$ cat config.mk
export PLATFORM = sky130hd
export DESIGN_NAME = distance_pid_with_drift_trim
export DESIGN_NICKNAME = d
export VERILOG_FILES = /design/src/design/dpt_pkg.sv /design/src/design/dpt_datapath.sv /design/src/design/dpt_control.sv /design/src/design/distance_pid_with_drift_trim.sv
export VERILOG_INCLUDE_DIRS = /design/src /design/src/design
export SDC_FILE = /design/constraint.sdc
export NUM_CORES = 2
export LEC_CHECK = 0
export BUFFER_PORTS_ARGS = -buffer_cell sky130_fd_sc_hd__buf_2
export CORE_MARGIN = 10
export CORE_UTILIZATION = 29
export DETAILED_ROUTE_END_ITERATION = 7
export PLACE_DENSITY = 0.54
export SLEW_MARGIN = 0
export SYNTH_ARGS = -nofsm -noshare
export SYNTH_HDL_FRONTEND = slang
export SYNTH_SLANG_ARGS = --single-unit
$ cat constraint.sdc
create_clock -name clock -period 25.1 [get_ports clock]
set_clock_uncertainty 0.05 [all_clocks]
set_input_delay 7.53 -clock clock [delete_from_list [all_inputs] [get_ports clock]]
set_output_delay 7.53 -clock clock [all_outputs]
set_load 0.01 [all_outputs]
$ cat src/design/distance_pid_with_drift_trim_macros.svh
// Assertion macros for the distance PID block.
// Used by the controller and datapath modules; no other dependencies.
`ifndef DISTANCE_PID_WITH_DRIFT_TRIM_MACROS_SVH
`define DISTANCE_PID_WITH_DRIFT_TRIM_MACROS_SVH
`ifndef SYNTHESIS
`define DPT_ASSERT(label, clk, rst, prop) \
   label: assert property (@(posedge clk) disable iff (rst) prop) \
      else $error("assertion failed");
`define DPT_ASSERT_NR(label, clk, prop) \
   label: assert property (@(posedge clk) prop) else $error("assertion failed");
`else
`define DPT_ASSERT(label, clk, rst, prop)
`define DPT_ASSERT_NR(label, clk, prop)
`endif
`endif

$ cat src/design/dpt_pkg.sv
// Shared types and constants for the distance PID with drift trim.
// No dependencies.
package dpt_pkg;
   localparam int POSITION_BITS_DEF = 24;
   localparam int CSR_INDEX_BITS = 3;
   localparam logic [1:0] CMD_START = 2'd0;
   localparam logic [1:0] CMD_SAMPLE = 2'd1;
   localparam logic [1:0] CMD_ABORT = 2'd2;
   localparam logic [2:0] CSR_TARGET = 3'd0;
   localparam logic [2:0] CSR_WINDOW = 3'd1;
   localparam logic [2:0] CSR_ILIMIT = 3'd2;
   localparam logic [2:0] CSR_KP = 3'd3;
   localparam logic [2:0] CSR_KI = 3'd4;
   localparam logic [2:0] CSR_KD = 3'd5;
   localparam logic [2:0] CSR_DRIFT = 3'd6;
   localparam logic [2:0] CSR_TLIMIT = 3'd7;

   // datapath steps sequenced by the controller
   typedef enum logic [2:0] {
      OP_NONE  = 3'd0,
      OP_ERROR = 3'd1,   // error, integral, derivative, drift
      OP_PTERM = 3'd2,
      OP_ITERM = 3'd3,
      OP_DTERM = 3'd4,
      OP_SCALE = 3'd5,   // saturate power, update scales
      OP_RIGHT = 3'd6,
      OP_LEFT  = 3'd7
   } op_type;

   typedef struct packed {
      op_type     op;
      logic       start;      // latch baselines, clear state
      logic       sample;     // evaluate time limit and capture inputs
   } cmd_type;

   typedef struct packed {
      logic       timeout;    // elapsed >= limit
      logic       done_band;  // |error| < 5
   } stat_type;
endpackage

$ cat src/design/dpt_datapath.sv
// Arithmetic for the distance PID: error, integral, shared multiplier, scales.
// Depends on dpt_pkg and the macros header.
`include "distance_pid_with_drift_trim_macros.svh"
module dpt_datapath #(
   parameter int POSITION_BITS = dpt_pkg::POSITION_BITS_DEF
) (
   input  logic                        clock,
   input  logic                        reset,
   input  dpt_pkg::cmd_type            cmd_in,
   output dpt_pkg::stat_type           stat_out,
   input  logic signed [23:0]          position,
   input  logic signed [23:0]          rotation_cdeg,
   input  logic        [15:0]          elapsed_ms,
   input  logic signed [23:0]          target_counts,
   input  logic        [15:0]          integral_window,
   input  logic        [23:0]          integral_limit,
   input  logic        [23:0]          kp_gain,
   input  logic        [23:0]          ki_gain,
   input  logic        [23:0]          kd_gain,
   input  logic        [15:0]          drift_gain,
   input  logic        [15:0]          time_limit_ms,
   output logic signed [15:0]          right_drive,
   output logic signed [15:0]          left_drive
);
   logic signed [23:0] base_pos_ff, base_pos_in, base_rot_ff, base_rot_in;
   logic signed [24:0] prev_err_ff, prev_err_in, err_ff, err_in;
   logic signed [25:0] integ_ff, integ_in, deriv_ff, deriv_in;
   logic signed [19:0] rscale_ff, rscale_in, lscale_ff, lscale_in;
   logic signed [24:0] drift_ff, drift_in;
   logic signed [51:0] acc_ff, acc_in;
   logic signed [24:0] pos_ff, pos_in, rot_ff, rot_in;
   logic               time_ff, time_in;
   logic signed [15:0] rdrv_ff, rdrv_in, ldrv_ff, ldrv_in;

   logic signed [POSITION_BITS-1:0] trav_w;
   logic signed [25:0]  err_raw, ilim, isum;
   logic signed [24:0]  err_sat, aerr;
   logic signed [26:0]  mul_a;
   logic signed [24:0]  mul_b;
   logic signed [51:0]  prod;
   logic signed [51:0]  pwr_sat;
   logic signed [24:0]  adrift;
   logic signed [41:0]  sc_raw;
   logic signed [19:0]  sc_sat;
   logic signed [51:0]  drv_raw;
   logic signed [27:0]  drv_sh;
   logic signed [15:0]  drv_sat;

   localparam logic signed [51:0] PWR_MAX = 52'sd6553600;

   always_comb begin
      trav_w = POSITION_BITS'(pos_ff) - POSITION_BITS'(base_pos_ff);
      err_raw = 26'(target_counts) - 26'(trav_w);
      if (err_raw > 26'sd16777215) err_sat = 25'sd16777215;
      else if (err_raw < -26'sd16777216) err_sat = -25'sd16777216;
      else err_sat = err_raw[24:0];
      aerr = err_sat[24] ? -err_sat : err_sat; // -2^24 wraps; handled below
      ilim = 26'(integral_limit);
      if ((err_sat != -25'sd16777216) && ({1'b0, aerr} < 26'(integral_window)))
         isum = integ_ff + 26'(err_sat);
      else
         isum = '0;
      if (isum > ilim) isum = ilim;
      else if (isum < -ilim) isum = -ilim;
   end

   // shared multiplier, one product per step
   always_comb begin
      mul_a = '0;
      mul_b = '0;
      case (cmd_in.op)
         dpt_pkg::OP_PTERM: begin mul_a = 27'(err_ff); mul_b = {1'b0, kp_gain}; end
         dpt_pkg::OP_ITERM: begin mul_a = 27'(integ_ff); mul_b = {1'b0, ki_gain}; end
         dpt_pkg::OP_DTERM: begin mul_a = 27'(deriv_ff); mul_b = {1'b0, kd_gain}; end
         dpt_pkg::OP_SCALE: begin
            mul_a = 27'(adrift);
            mul_b = {9'd0, drift_gain};
         end
         // power is already saturated to +-100 percent, so its low bits carry it
         dpt_pkg::OP_RIGHT: begin mul_a = acc_ff[26:0]; mul_b = 25'(rscale_ff); end
         dpt_pkg::OP_LEFT: begin mul_a = acc_ff[26:0]; mul_b = 25'(lscale_ff); end
         default: begin mul_a = '0; mul_b = '0; end
      endcase
      prod = 52'(mul_a) * 52'(mul_b);
   end

   always_comb begin
      adrift = drift_ff[24] ? -drift_ff : drift_ff;
      sc_raw = 42'sd65536 - 42'(prod);
      if (sc_raw > 42'sd524287) sc_sat = 20'sd524287;
      else if (sc_raw < -42'sd524288) sc_sat = -20'sd524288;
      else sc_sat = sc_raw[19:0];
      if (acc_ff > PWR_MAX) pwr_sat = PWR_MAX;
      else if (acc_ff < -PWR_MAX) pwr_sat = -PWR_MAX;
      else pwr_sat = acc_ff;
      drv_raw = prod + 52'sd8388608;
      drv_sh = drv_raw[51:24];
      if (drv_sh > 28'sd25600) drv_sat = 16'sd25600;
      else if (drv_sh < -28'sd25600) drv_sat = -16'sd25600;
      else drv_sat = drv_sh[15:0];
   end

   always_comb begin
      base_pos_in = base_pos_ff; base_rot_in = base_rot_ff;
      prev_err_in = prev_err_ff; err_in = err_ff; integ_in = integ_ff;
      deriv_in = deriv_ff; rscale_in = rscale_ff; lscale_in = lscale_ff;
      drift_in = drift_ff; acc_in = acc_ff; pos_in = pos_ff; rot_in = rot_ff;
      time_in = time_ff; rdrv_in = rdrv_ff; ldrv_in = ldrv_ff;
      if (cmd_in.start) begin
         base_pos_in = position; base_rot_in = rotation_cdeg;
         prev_err_in = '0; integ_in = '0;
         rscale_in = 20'sd65536; lscale_in = 20'sd65536;
      end
      if (cmd_in.sample) begin
         pos_in = 25'(position); rot_in = 25'(rotation_cdeg);
         time_in = elapsed_ms >= time_limit_ms;
         rdrv_in = '0; ldrv_in = '0;
      end
      case (cmd_in.op)
         dpt_pkg::OP_ERROR: begin
            err_in = err_sat;
            integ_in = isum;
            deriv_in = 26'(err_sat) - 26'(prev_err_ff);
            prev_err_in = err_sat;
            drift_in = rot_ff - 25'(base_rot_ff);
         end
         dpt_pkg::OP_PTERM: acc_in = prod;
         dpt_pkg::OP_ITERM: acc_in = acc_ff + prod;
         dpt_pkg::OP_DTERM: acc_in = acc_ff + prod;
         dpt_pkg::OP_SCALE: begin
            acc_in = (err_ff > -25'sd5 && err_ff < 25'sd5) ? '0 : pwr_sat;
            if (err_ff > 0 && drift_ff < 0) rscale_in = sc_sat;
            if (err_ff > 0 && drift_ff > 0) lscale_in = sc_sat;
         end
         dpt_pkg::OP_RIGHT: rdrv_in = drv_sat;
         dpt_pkg::OP_LEFT: ldrv_in = drv_sat;
         default: ;
      endcase
   end

   always_ff @(posedge clock) begin
      if (reset) begin
         base_pos_ff <= '0; base_rot_ff <= '0; prev_err_ff <= '0; integ_ff <= '0;
         rscale_ff <= 20'sd65536; lscale_ff <= 20'sd65536;
         rdrv_ff <= '0; ldrv_ff <= '0;
      end else begin
         base_pos_ff <= base_pos_in; base_rot_ff <= base_rot_in;
         prev_err_ff <= prev_err_in; integ_ff <= integ_in;
         rscale_ff <= rscale_in; lscale_ff <= lscale_in;
         rdrv_ff <= rdrv_in; ldrv_ff <= ldrv_in;
      end
      err_ff <= err_in; deriv_ff <= deriv_in; drift_ff <= drift_in; acc_ff <= acc_in;
      pos_ff <= pos_in; rot_ff <= rot_in; time_ff <= time_in;
   end

   assign stat_out.timeout = time_ff;
   assign stat_out.done_band = err_ff > -25'sd5 && err_ff < 25'sd5;
   assign right_drive = rdrv_ff;
   assign left_drive = ldrv_ff;

   `DPT_ASSERT(a_integ_clamped, clock, reset,
      (integ_ff <= $signed({2'b00, integral_limit})) || $past(cmd_in.op != dpt_pkg::OP_ERROR))
   `DPT_ASSERT(a_drive_range, clock, reset,
      (rdrv_ff <= 16'sd25600) && (rdrv_ff >= -16'sd25600))
   `DPT_ASSERT(a_start_scale, clock, reset,
      cmd_in.start |=> (rscale_ff == 20'sd65536) && (lscale_ff == 20'sd65536))
endmodule

$ cat src/design/dpt_control.sv
// Controller for the distance PID: handshakes, move status, step sequencing.
// Depends on dpt_pkg and the macros header.
`include "distance_pid_with_drift_trim_macros.svh"
module dpt_control (
   input  logic              clock,
   input  logic              reset,
   input  logic              req_valid,
   output logic              req_ready,
   input  logic [1:0]        req_cmd,
   output logic              rsp_valid,
   input  logic              rsp_ready,
   output logic              rsp_finished,
   output logic              rsp_timed_out,
   output logic              clear_drive,
   output dpt_pkg::cmd_type  cmd_out,
   input  dpt_pkg::stat_type stat_in
);
   typedef enum logic [3:0] {
      S_IDLE, S_CHECK, S_ERR, S_P, S_I, S_D, S_SCALE, S_RIGHT, S_LEFT, S_OUT
   } state_type;

   state_type state_ff;
   logic      over_ff, bytime_ff, fin_ff, to_ff, zero_ff;

   assign req_ready = (state_ff == S_IDLE);
   assign rsp_valid = (state_ff == S_OUT);
   assign rsp_finished = fin_ff;
   assign rsp_timed_out = to_ff;
   assign clear_drive = zero_ff;

   always_comb begin
      cmd_out = '{op: dpt_pkg::OP_NONE, start: 1'b0, sample: 1'b0};
      if (state_ff == S_IDLE && req_valid) begin
         cmd_out.start = req_cmd == dpt_pkg::CMD_START;
         cmd_out.sample = 1'b1;
      end
      case (state_ff)
         S_ERR: cmd_out.op = dpt_pkg::OP_ERROR;
         S_P: cmd_out.op = dpt_pkg::OP_PTERM;
         S_I: cmd_out.op = dpt_pkg::OP_ITERM;
         S_D: cmd_out.op = dpt_pkg::OP_DTERM;
         S_SCALE: cmd_out.op = dpt_pkg::OP_SCALE;
         S_RIGHT: cmd_out.op = dpt_pkg::OP_RIGHT;
         S_LEFT: cmd_out.op = dpt_pkg::OP_LEFT;
         default: cmd_out.op = dpt_pkg::OP_NONE;
      endcase
   end

   always_ff @(posedge clock) begin
      if (reset) begin
         state_ff <= S_IDLE; over_ff <= 1'b1; bytime_ff <= 1'b0;
         fin_ff <= 1'b0; to_ff <= 1'b0; zero_ff <= 1'b1;
      end else begin
         case (state_ff)
            S_IDLE: if (req_valid) begin
               zero_ff <= 1'b1;
               if (req_cmd == dpt_pkg::CMD_START) begin
                  over_ff <= 1'b0; bytime_ff <= 1'b0;
                  fin_ff <= 1'b0; to_ff <= 1'b0; state_ff <= S_OUT;
               end else if (req_cmd == dpt_pkg::CMD_SAMPLE && !over_ff) begin
                  state_ff <= S_CHECK;
               end else begin
                  if (req_cmd == dpt_pkg::CMD_ABORT && !over_ff) begin
                     over_ff <= 1'b1; bytime_ff <= 1'b0;
                     fin_ff <= 1'b1; to_ff <= 1'b0;
                  end else begin
                     fin_ff <= over_ff; to_ff <= over_ff && bytime_ff;
                  end
                  state_ff <= S_OUT;
               end
            end
            S_CHECK: if (stat_in.timeout) begin
               over_ff <= 1'b1; bytime_ff <= 1'b1;
               fin_ff <= 1'b1; to_ff <= 1'b1; state_ff <= S_OUT;
            end else state_ff <= S_ERR;
            S_ERR: state_ff <= S_P;
            S_P: begin
               if (stat_in.done_band) begin over_ff <= 1'b1; bytime_ff <= 1'b0; end
               state_ff <= S_I;
            end
            S_I: state_ff <= S_D;
            S_D: state_ff <= S_SCALE;
            S_SCALE: state_ff <= S_RIGHT;
            S_RIGHT: state_ff <= S_LEFT;
            S_LEFT: begin
               fin_ff <= over_ff; to_ff <= 1'b0; zero_ff <= 1'b0;
               state_ff <= S_OUT;
            end
            S_OUT: if (rsp_ready) state_ff <= S_IDLE;
            default: state_ff <= S_IDLE;
         endcase
      end
   end

   `DPT_ASSERT(a_one_phase, clock, reset, !(req_ready && rsp_valid))
   `DPT_ASSERT(a_timeout_fin, clock, reset, rsp_valid && rsp_timed_out |-> rsp_finished)
   `DPT_ASSERT(a_out_holds, clock, reset,
      rsp_valid && !rsp_ready |=> rsp_valid && $stable(rsp_finished))
endmodule

$ cat src/design/distance_pid_with_drift_trim.sv
// Straight-drive distance PID with gyro drift trim, top level.
// Requests enter on req_* (cmd, position, rotation_cdeg, elapsed_ms); one
// response leaves on rsp_* per request. Registers are written on csr_*
// (csr_index 0..7 in the order target, window, limit, kp, ki, kd, drift,
// time limit); the user must write them only while no request is in flight.
// The block does not enforce it. A start, an abort or an ignored request
// answers the cycle after acceptance, a sample past the time limit after
// the check state; a control sample answers after the check, error, P, I,
// D, scale, right and left states, one step per cycle through the shared
// multiplier (three gain products, one drift product and two side-drive
// products). The next request is taken the cycle after the response is taken.
// A stalled response holds in its register until rsp_ready.
// Synchronous reset restores register defaults, marks the move over and
// sets both side scales to one.
// Depends on dpt_pkg, dpt_control and dpt_datapath.
module distance_pid_with_drift_trim #(
   parameter int POSITION_BITS = dpt_pkg::POSITION_BITS_DEF
) (
   input  logic               clock,
   input  logic               reset,
   input  logic               req_valid,
   output logic               req_ready,
   input  logic [1:0]         req_cmd,
   input  logic signed [23:0] req_position,
   input  logic signed [23:0] req_rotation_cdeg,
   input  logic [15:0]        req_elapsed_ms,
   output logic               rsp_valid,
   input  logic               rsp_ready,
   output logic signed [15:0] rsp_right_drive,
   output logic signed [15:0] rsp_left_drive,
   output logic               rsp_finished,
   output logic               rsp_timed_out,
   input  logic               csr_valid,
   output logic               csr_ready,
   input  logic [dpt_pkg::CSR_INDEX_BITS-1:0] csr_index,
   input  logic [23:0]        csr_data
);
   logic signed [23:0] target_ff;
   logic [15:0] window_ff, drift_ff, tlim_ff;
   logic [23:0] ilim_ff, kp_ff, ki_ff, kd_ff;
   dpt_pkg::cmd_type  cmd;
   dpt_pkg::stat_type stat;
   logic clear_drive;
   logic signed [15:0] rdrv, ldrv;

   assign csr_ready = 1'b1;

   always_ff @(posedge clock) begin
      if (reset) begin
         target_ff <= '0; window_ff <= 16'd1080; ilim_ff <= 24'd50000;
         kp_ff <= 24'd32768; ki_ff <= 24'd66; kd_ff <= 24'd720896;
         drift_ff <= 16'd66; tlim_ff <= '0;
      end else if (csr_valid) begin
         case (csr_index)
            dpt_pkg::CSR_TARGET: target_ff <= csr_data;
            dpt_pkg::CSR_WINDOW: window_ff <= csr_data[15:0];
            dpt_pkg::CSR_ILIMIT: ilim_ff <= csr_data;
            dpt_pkg::CSR_KP: kp_ff <= csr_data;
            dpt_pkg::CSR_KI: ki_ff <= csr_data;
            dpt_pkg::CSR_KD: kd_ff <= csr_data;
            dpt_pkg::CSR_DRIFT: drift_ff <= csr_data[15:0];
            dpt_pkg::CSR_TLIMIT: tlim_ff <= csr_data[15:0];
            default: ;
         endcase
      end
   end

   dpt_control u_ctrl (
      .clock, .reset, .req_valid, .req_ready, .req_cmd, .rsp_valid, .rsp_ready,
      .rsp_finished, .rsp_timed_out, .clear_drive, .cmd_out(cmd), .stat_in(stat)
   );

   dpt_datapath #(.POSITION_BITS(POSITION_BITS)) u_dp (
      .clock, .reset, .cmd_in(cmd), .stat_out(stat),
      .position(req_position), .rotation_cdeg(req_rotation_cdeg),
      .elapsed_ms(req_elapsed_ms), .target_counts(target_ff),
      .integral_window(window_ff), .integral_limit(ilim_ff), .kp_gain(kp_ff),
      .ki_gain(ki_ff), .kd_gain(kd_ff), .drift_gain(drift_ff),
      .time_limit_ms(tlim_ff), .right_drive(rdrv), .left_drive(ldrv)
   );

   assign rsp_right_drive = clear_drive ? '0 : rdrv;
   assign rsp_left_drive = clear_drive ? '0 : ldrv;
endmodule
==> flow_summary.ini <==
[status]
outcome = complete, but fails checks
violations = DRC

[placed_design]
place_area_um2 = 62870
hpwl_um = 163100
gp_congestion = 0.9379
port_buffers = 133
place_ws_ns = 10.37

[logic_synthesis]
synth_seq_cells = 525
synth_top_area_cell = fa_1
synth_area_leaders = fa_1 24%, dfxtp_1 12%, edfxtp_1 9.0%
yosysUniqueCellTypes = 114
synth_top_area_frac = 0.2404
syn_inst = 7031
yosysMostFrequentCell = nand2_1
synth_edf_count = 177
netlist_top_cells_count = 1074 x nand2_1, 1007 x inv_1, 710 x fa_1
ys_warn_count = 0
ys.flop_type = dfxtp_1
ys_seq_area_frac = 0.2077
synth_nets = 8241
async_flop_share = 0
synth_area_um2 = 59120
syn_avg_cell_area_um2 = 8.409

[timing]
fmax_mhz = 67.77
finalWorstSetupSlack_ns = 10.34
finalSetupTns_ns = 0
rsz0062_at_grt = false
tightest_slew_ns = 1.214
hold_viol = 0
slew-limit-headroom = 0.1849
setup_viol = 0
period_needed_ns = 14.76
whs_ns = 0.4023
maxSlewViolCount = 0
period_share = 0.5879

[clocking]
cts-resized-gates = 0
post_cts_buffers = 0
cts_hold_buf = 0
cts.clk_slew.worst_paths_ns = 0.06
insertion_delay_ns = 0.70
cts.sinks = 525
numCtsBuffers = 57
clockBufferDepth = 3
cts_tree = done
h-tree-depth = 2
ctsRootBufferMaster = clkbuf_16

[worst_setup_path]
r2r_end = u_dp.right_drive[3]
reg2reg_depth = 38
crit_family = adder cells
startpoint_type = flip-flop
critical-path-max-stage-delay_ns = 1.13
regToRegSetupSlack_ns = 10.34
critPathLaunch = u_dp.drift_ff[5]
worstPathArrival_ns = 15.27
cp_common_cell = fa_1
crit_path_top_delay_cell = fa_1
worst-path-max-fanout = 13
crit_buf_inv = 4
path_class = flip-flop to flip-flop
required_ns = 25.61
endpoint_kind = flip-flop
rr_startpoint = u_dp.drift_ff[5]

[routing]
drc_errors = 2
dr_total_vias = 50540
wl_per_cell_um = 21.43
viasPerCell = 5.196
dr.pass1.iters = 8
ant_nets = 0
drtIter0Drc = 4448
finalWirelength_um = 208400

[die]
core.rowCount = 165
die-width_um = 471.5
initial_core_util = 0.2919
die_area_um2 = 222300
fp.dieH_um = 471.5
io_pins = 135
core-area_um2 = 202500

[global_route]
grt_max_degree = 99
grt_pass1_vias = 50620
grt_pass1_wl_um = 319700
antenna_found_initial = 5
overflow = 0
grtUsageTotal = 0.1837

[pwr]
p_leak_nw = 28.10
ir_drop_mv = 0.05790
pwr_density_cell_nw_per_um2 = 51.34
finalPower_mw = 3.331

[hold_path]
holdCritStartpoint = ki_ff[23]
min_path_cells = 2
whs_endpoint = ki_ff[23]
hold_class = flip-flop to flip-flop

[job]
drv_cap = 0

[final_layout]
nNetsFinal = 8214
synthToLayoutAreaGrowth_pct = 9.760
design_area_um2 = 64890
drive_gt1_frac = 0.06295
-- worst max-delay path by stage --
stage	to	slack [ns]	cells after the start
after global placement	u_dp.right_drive[9]	10.58	38
after floorplan	u_dp.acc_ff[51]	12.46	48
after global routing	u_dp.right_drive[3]	9.34	36
after detailed placement	u_dp.right_drive[5]	10.37	38
after CTS	u_dp.right_drive[3]	10.24	38
final	u_dp.right_drive[3]	10.34	38
-- metal layers --
metal,global-route usage,share of wire,vias up,wire [um]
li1,-,-,23290,-
met1,0.2525,0.44,25140,91720
met2,0.2903,0.45,1801,92930
met3,0.03173,0.076,307,15930
met4,0.06204,0.037,8,7786
met5,0,0.00024,-,51
-- worst register-to-register path, delay by kind of cell (launching register included) --
family,cells,cell delay [ns]
adder cells (fa/ha/maj),8,5.14
AND/OR/NAND/NOR,13,4.39
AO/OA/AOI/OAI,11,2.77
XOR/XNOR,1,0.79
buffers and inverters,4,0.71
flip-flops,1,0.42
multiplexers,1,0.40
-- report_power, final --
| part | internal, mW | switching (mW) | total, mW |
|---|---|---|---|
| combinational | 0.469 | 0.945 | 1.41 |
| clock | 0.531 | 0.382 | 0.914 |
| sequential | 0.966 | 0.0390 | 1.00 |
-- per-stage QoR --
| stage | util | std cells |
|---|---|---|
| 6_report | 0.3204 | 9727 |
| 5_1_grt | 0.3204 | 9725 |
| 4_1_cts | 0.3204 | 9725 |
| 3_5_place_dp | 0.3104 | 9617 |
| 3_3_place_gp | 0.3104 | 9617 |
| 2_1_floorplan | - | 7031 |
-- placed cells by master (no fill, tap or decap), drive strengths merged, types with 33 or more instances in the layout --
master	instances
inv	1013
buf	248
clkbuf	83
fa	710
a22oi	35
nor3	109
nor4	45
a21oi	479
nor2	547
nand3	157
edfxtp	177
nor2b	80
dfxtp	348
o21a	36
nand2b	77
ha	402
and3	57
a21o	114
mux2i	33
nand4	68
nand2	1075
xor2	79
o211ai	46
and2	38
xnor2	183
a221o	40
o21ai	223
-- kinds of logic after synthesis --
| logic type | Yosys count | synth area share |
|---|---|---|
| and+or+nand+nor | 2366 | 0.1799 |
| AOI/OAI and AO/OA | 1374 | 0.1545 |
| buffers and inverters | 1354 | 0.08692 |
| adders and majority gates | 1113 | 0.3257 |
| DFF | 525 | 0.2077 |
| xor gates and xnor gates | 262 | 0.03907 |
| muxes | 36 | 0.006158 |
| other | 1 | 0.00006343 |
-- flip-flops by register name, summed over array words and instances (netlist names), 25 cells and up --
| register | flops |
|---|---|
| u_dp.err_ff | 25 |
| u_dp.integ_ff | 26 |
| u_dp.prev_err_ff | 25 |
| u_dp.deriv_ff | 26 |
| u_dp.acc_ff | 52 |
| u_dp.drift_ff | 25 |
-- cell type report --
type | count | area (um^2)
Tap cell | 2672 | 3343
Fill cell | 21320 | 137600
Antenna cell | 2 | 5.005
Inverter | 1019 | 3826
Sequential cell | 525 | 12280
Clock inverter | 26 | 327.8
Timing Repair Buffer | 249 | 1545
Clock buffer | 82 | 1689
Multi-Input combinational cell | 5152 | 41880
Note: power is estimated with default switching activity, not from simulation.
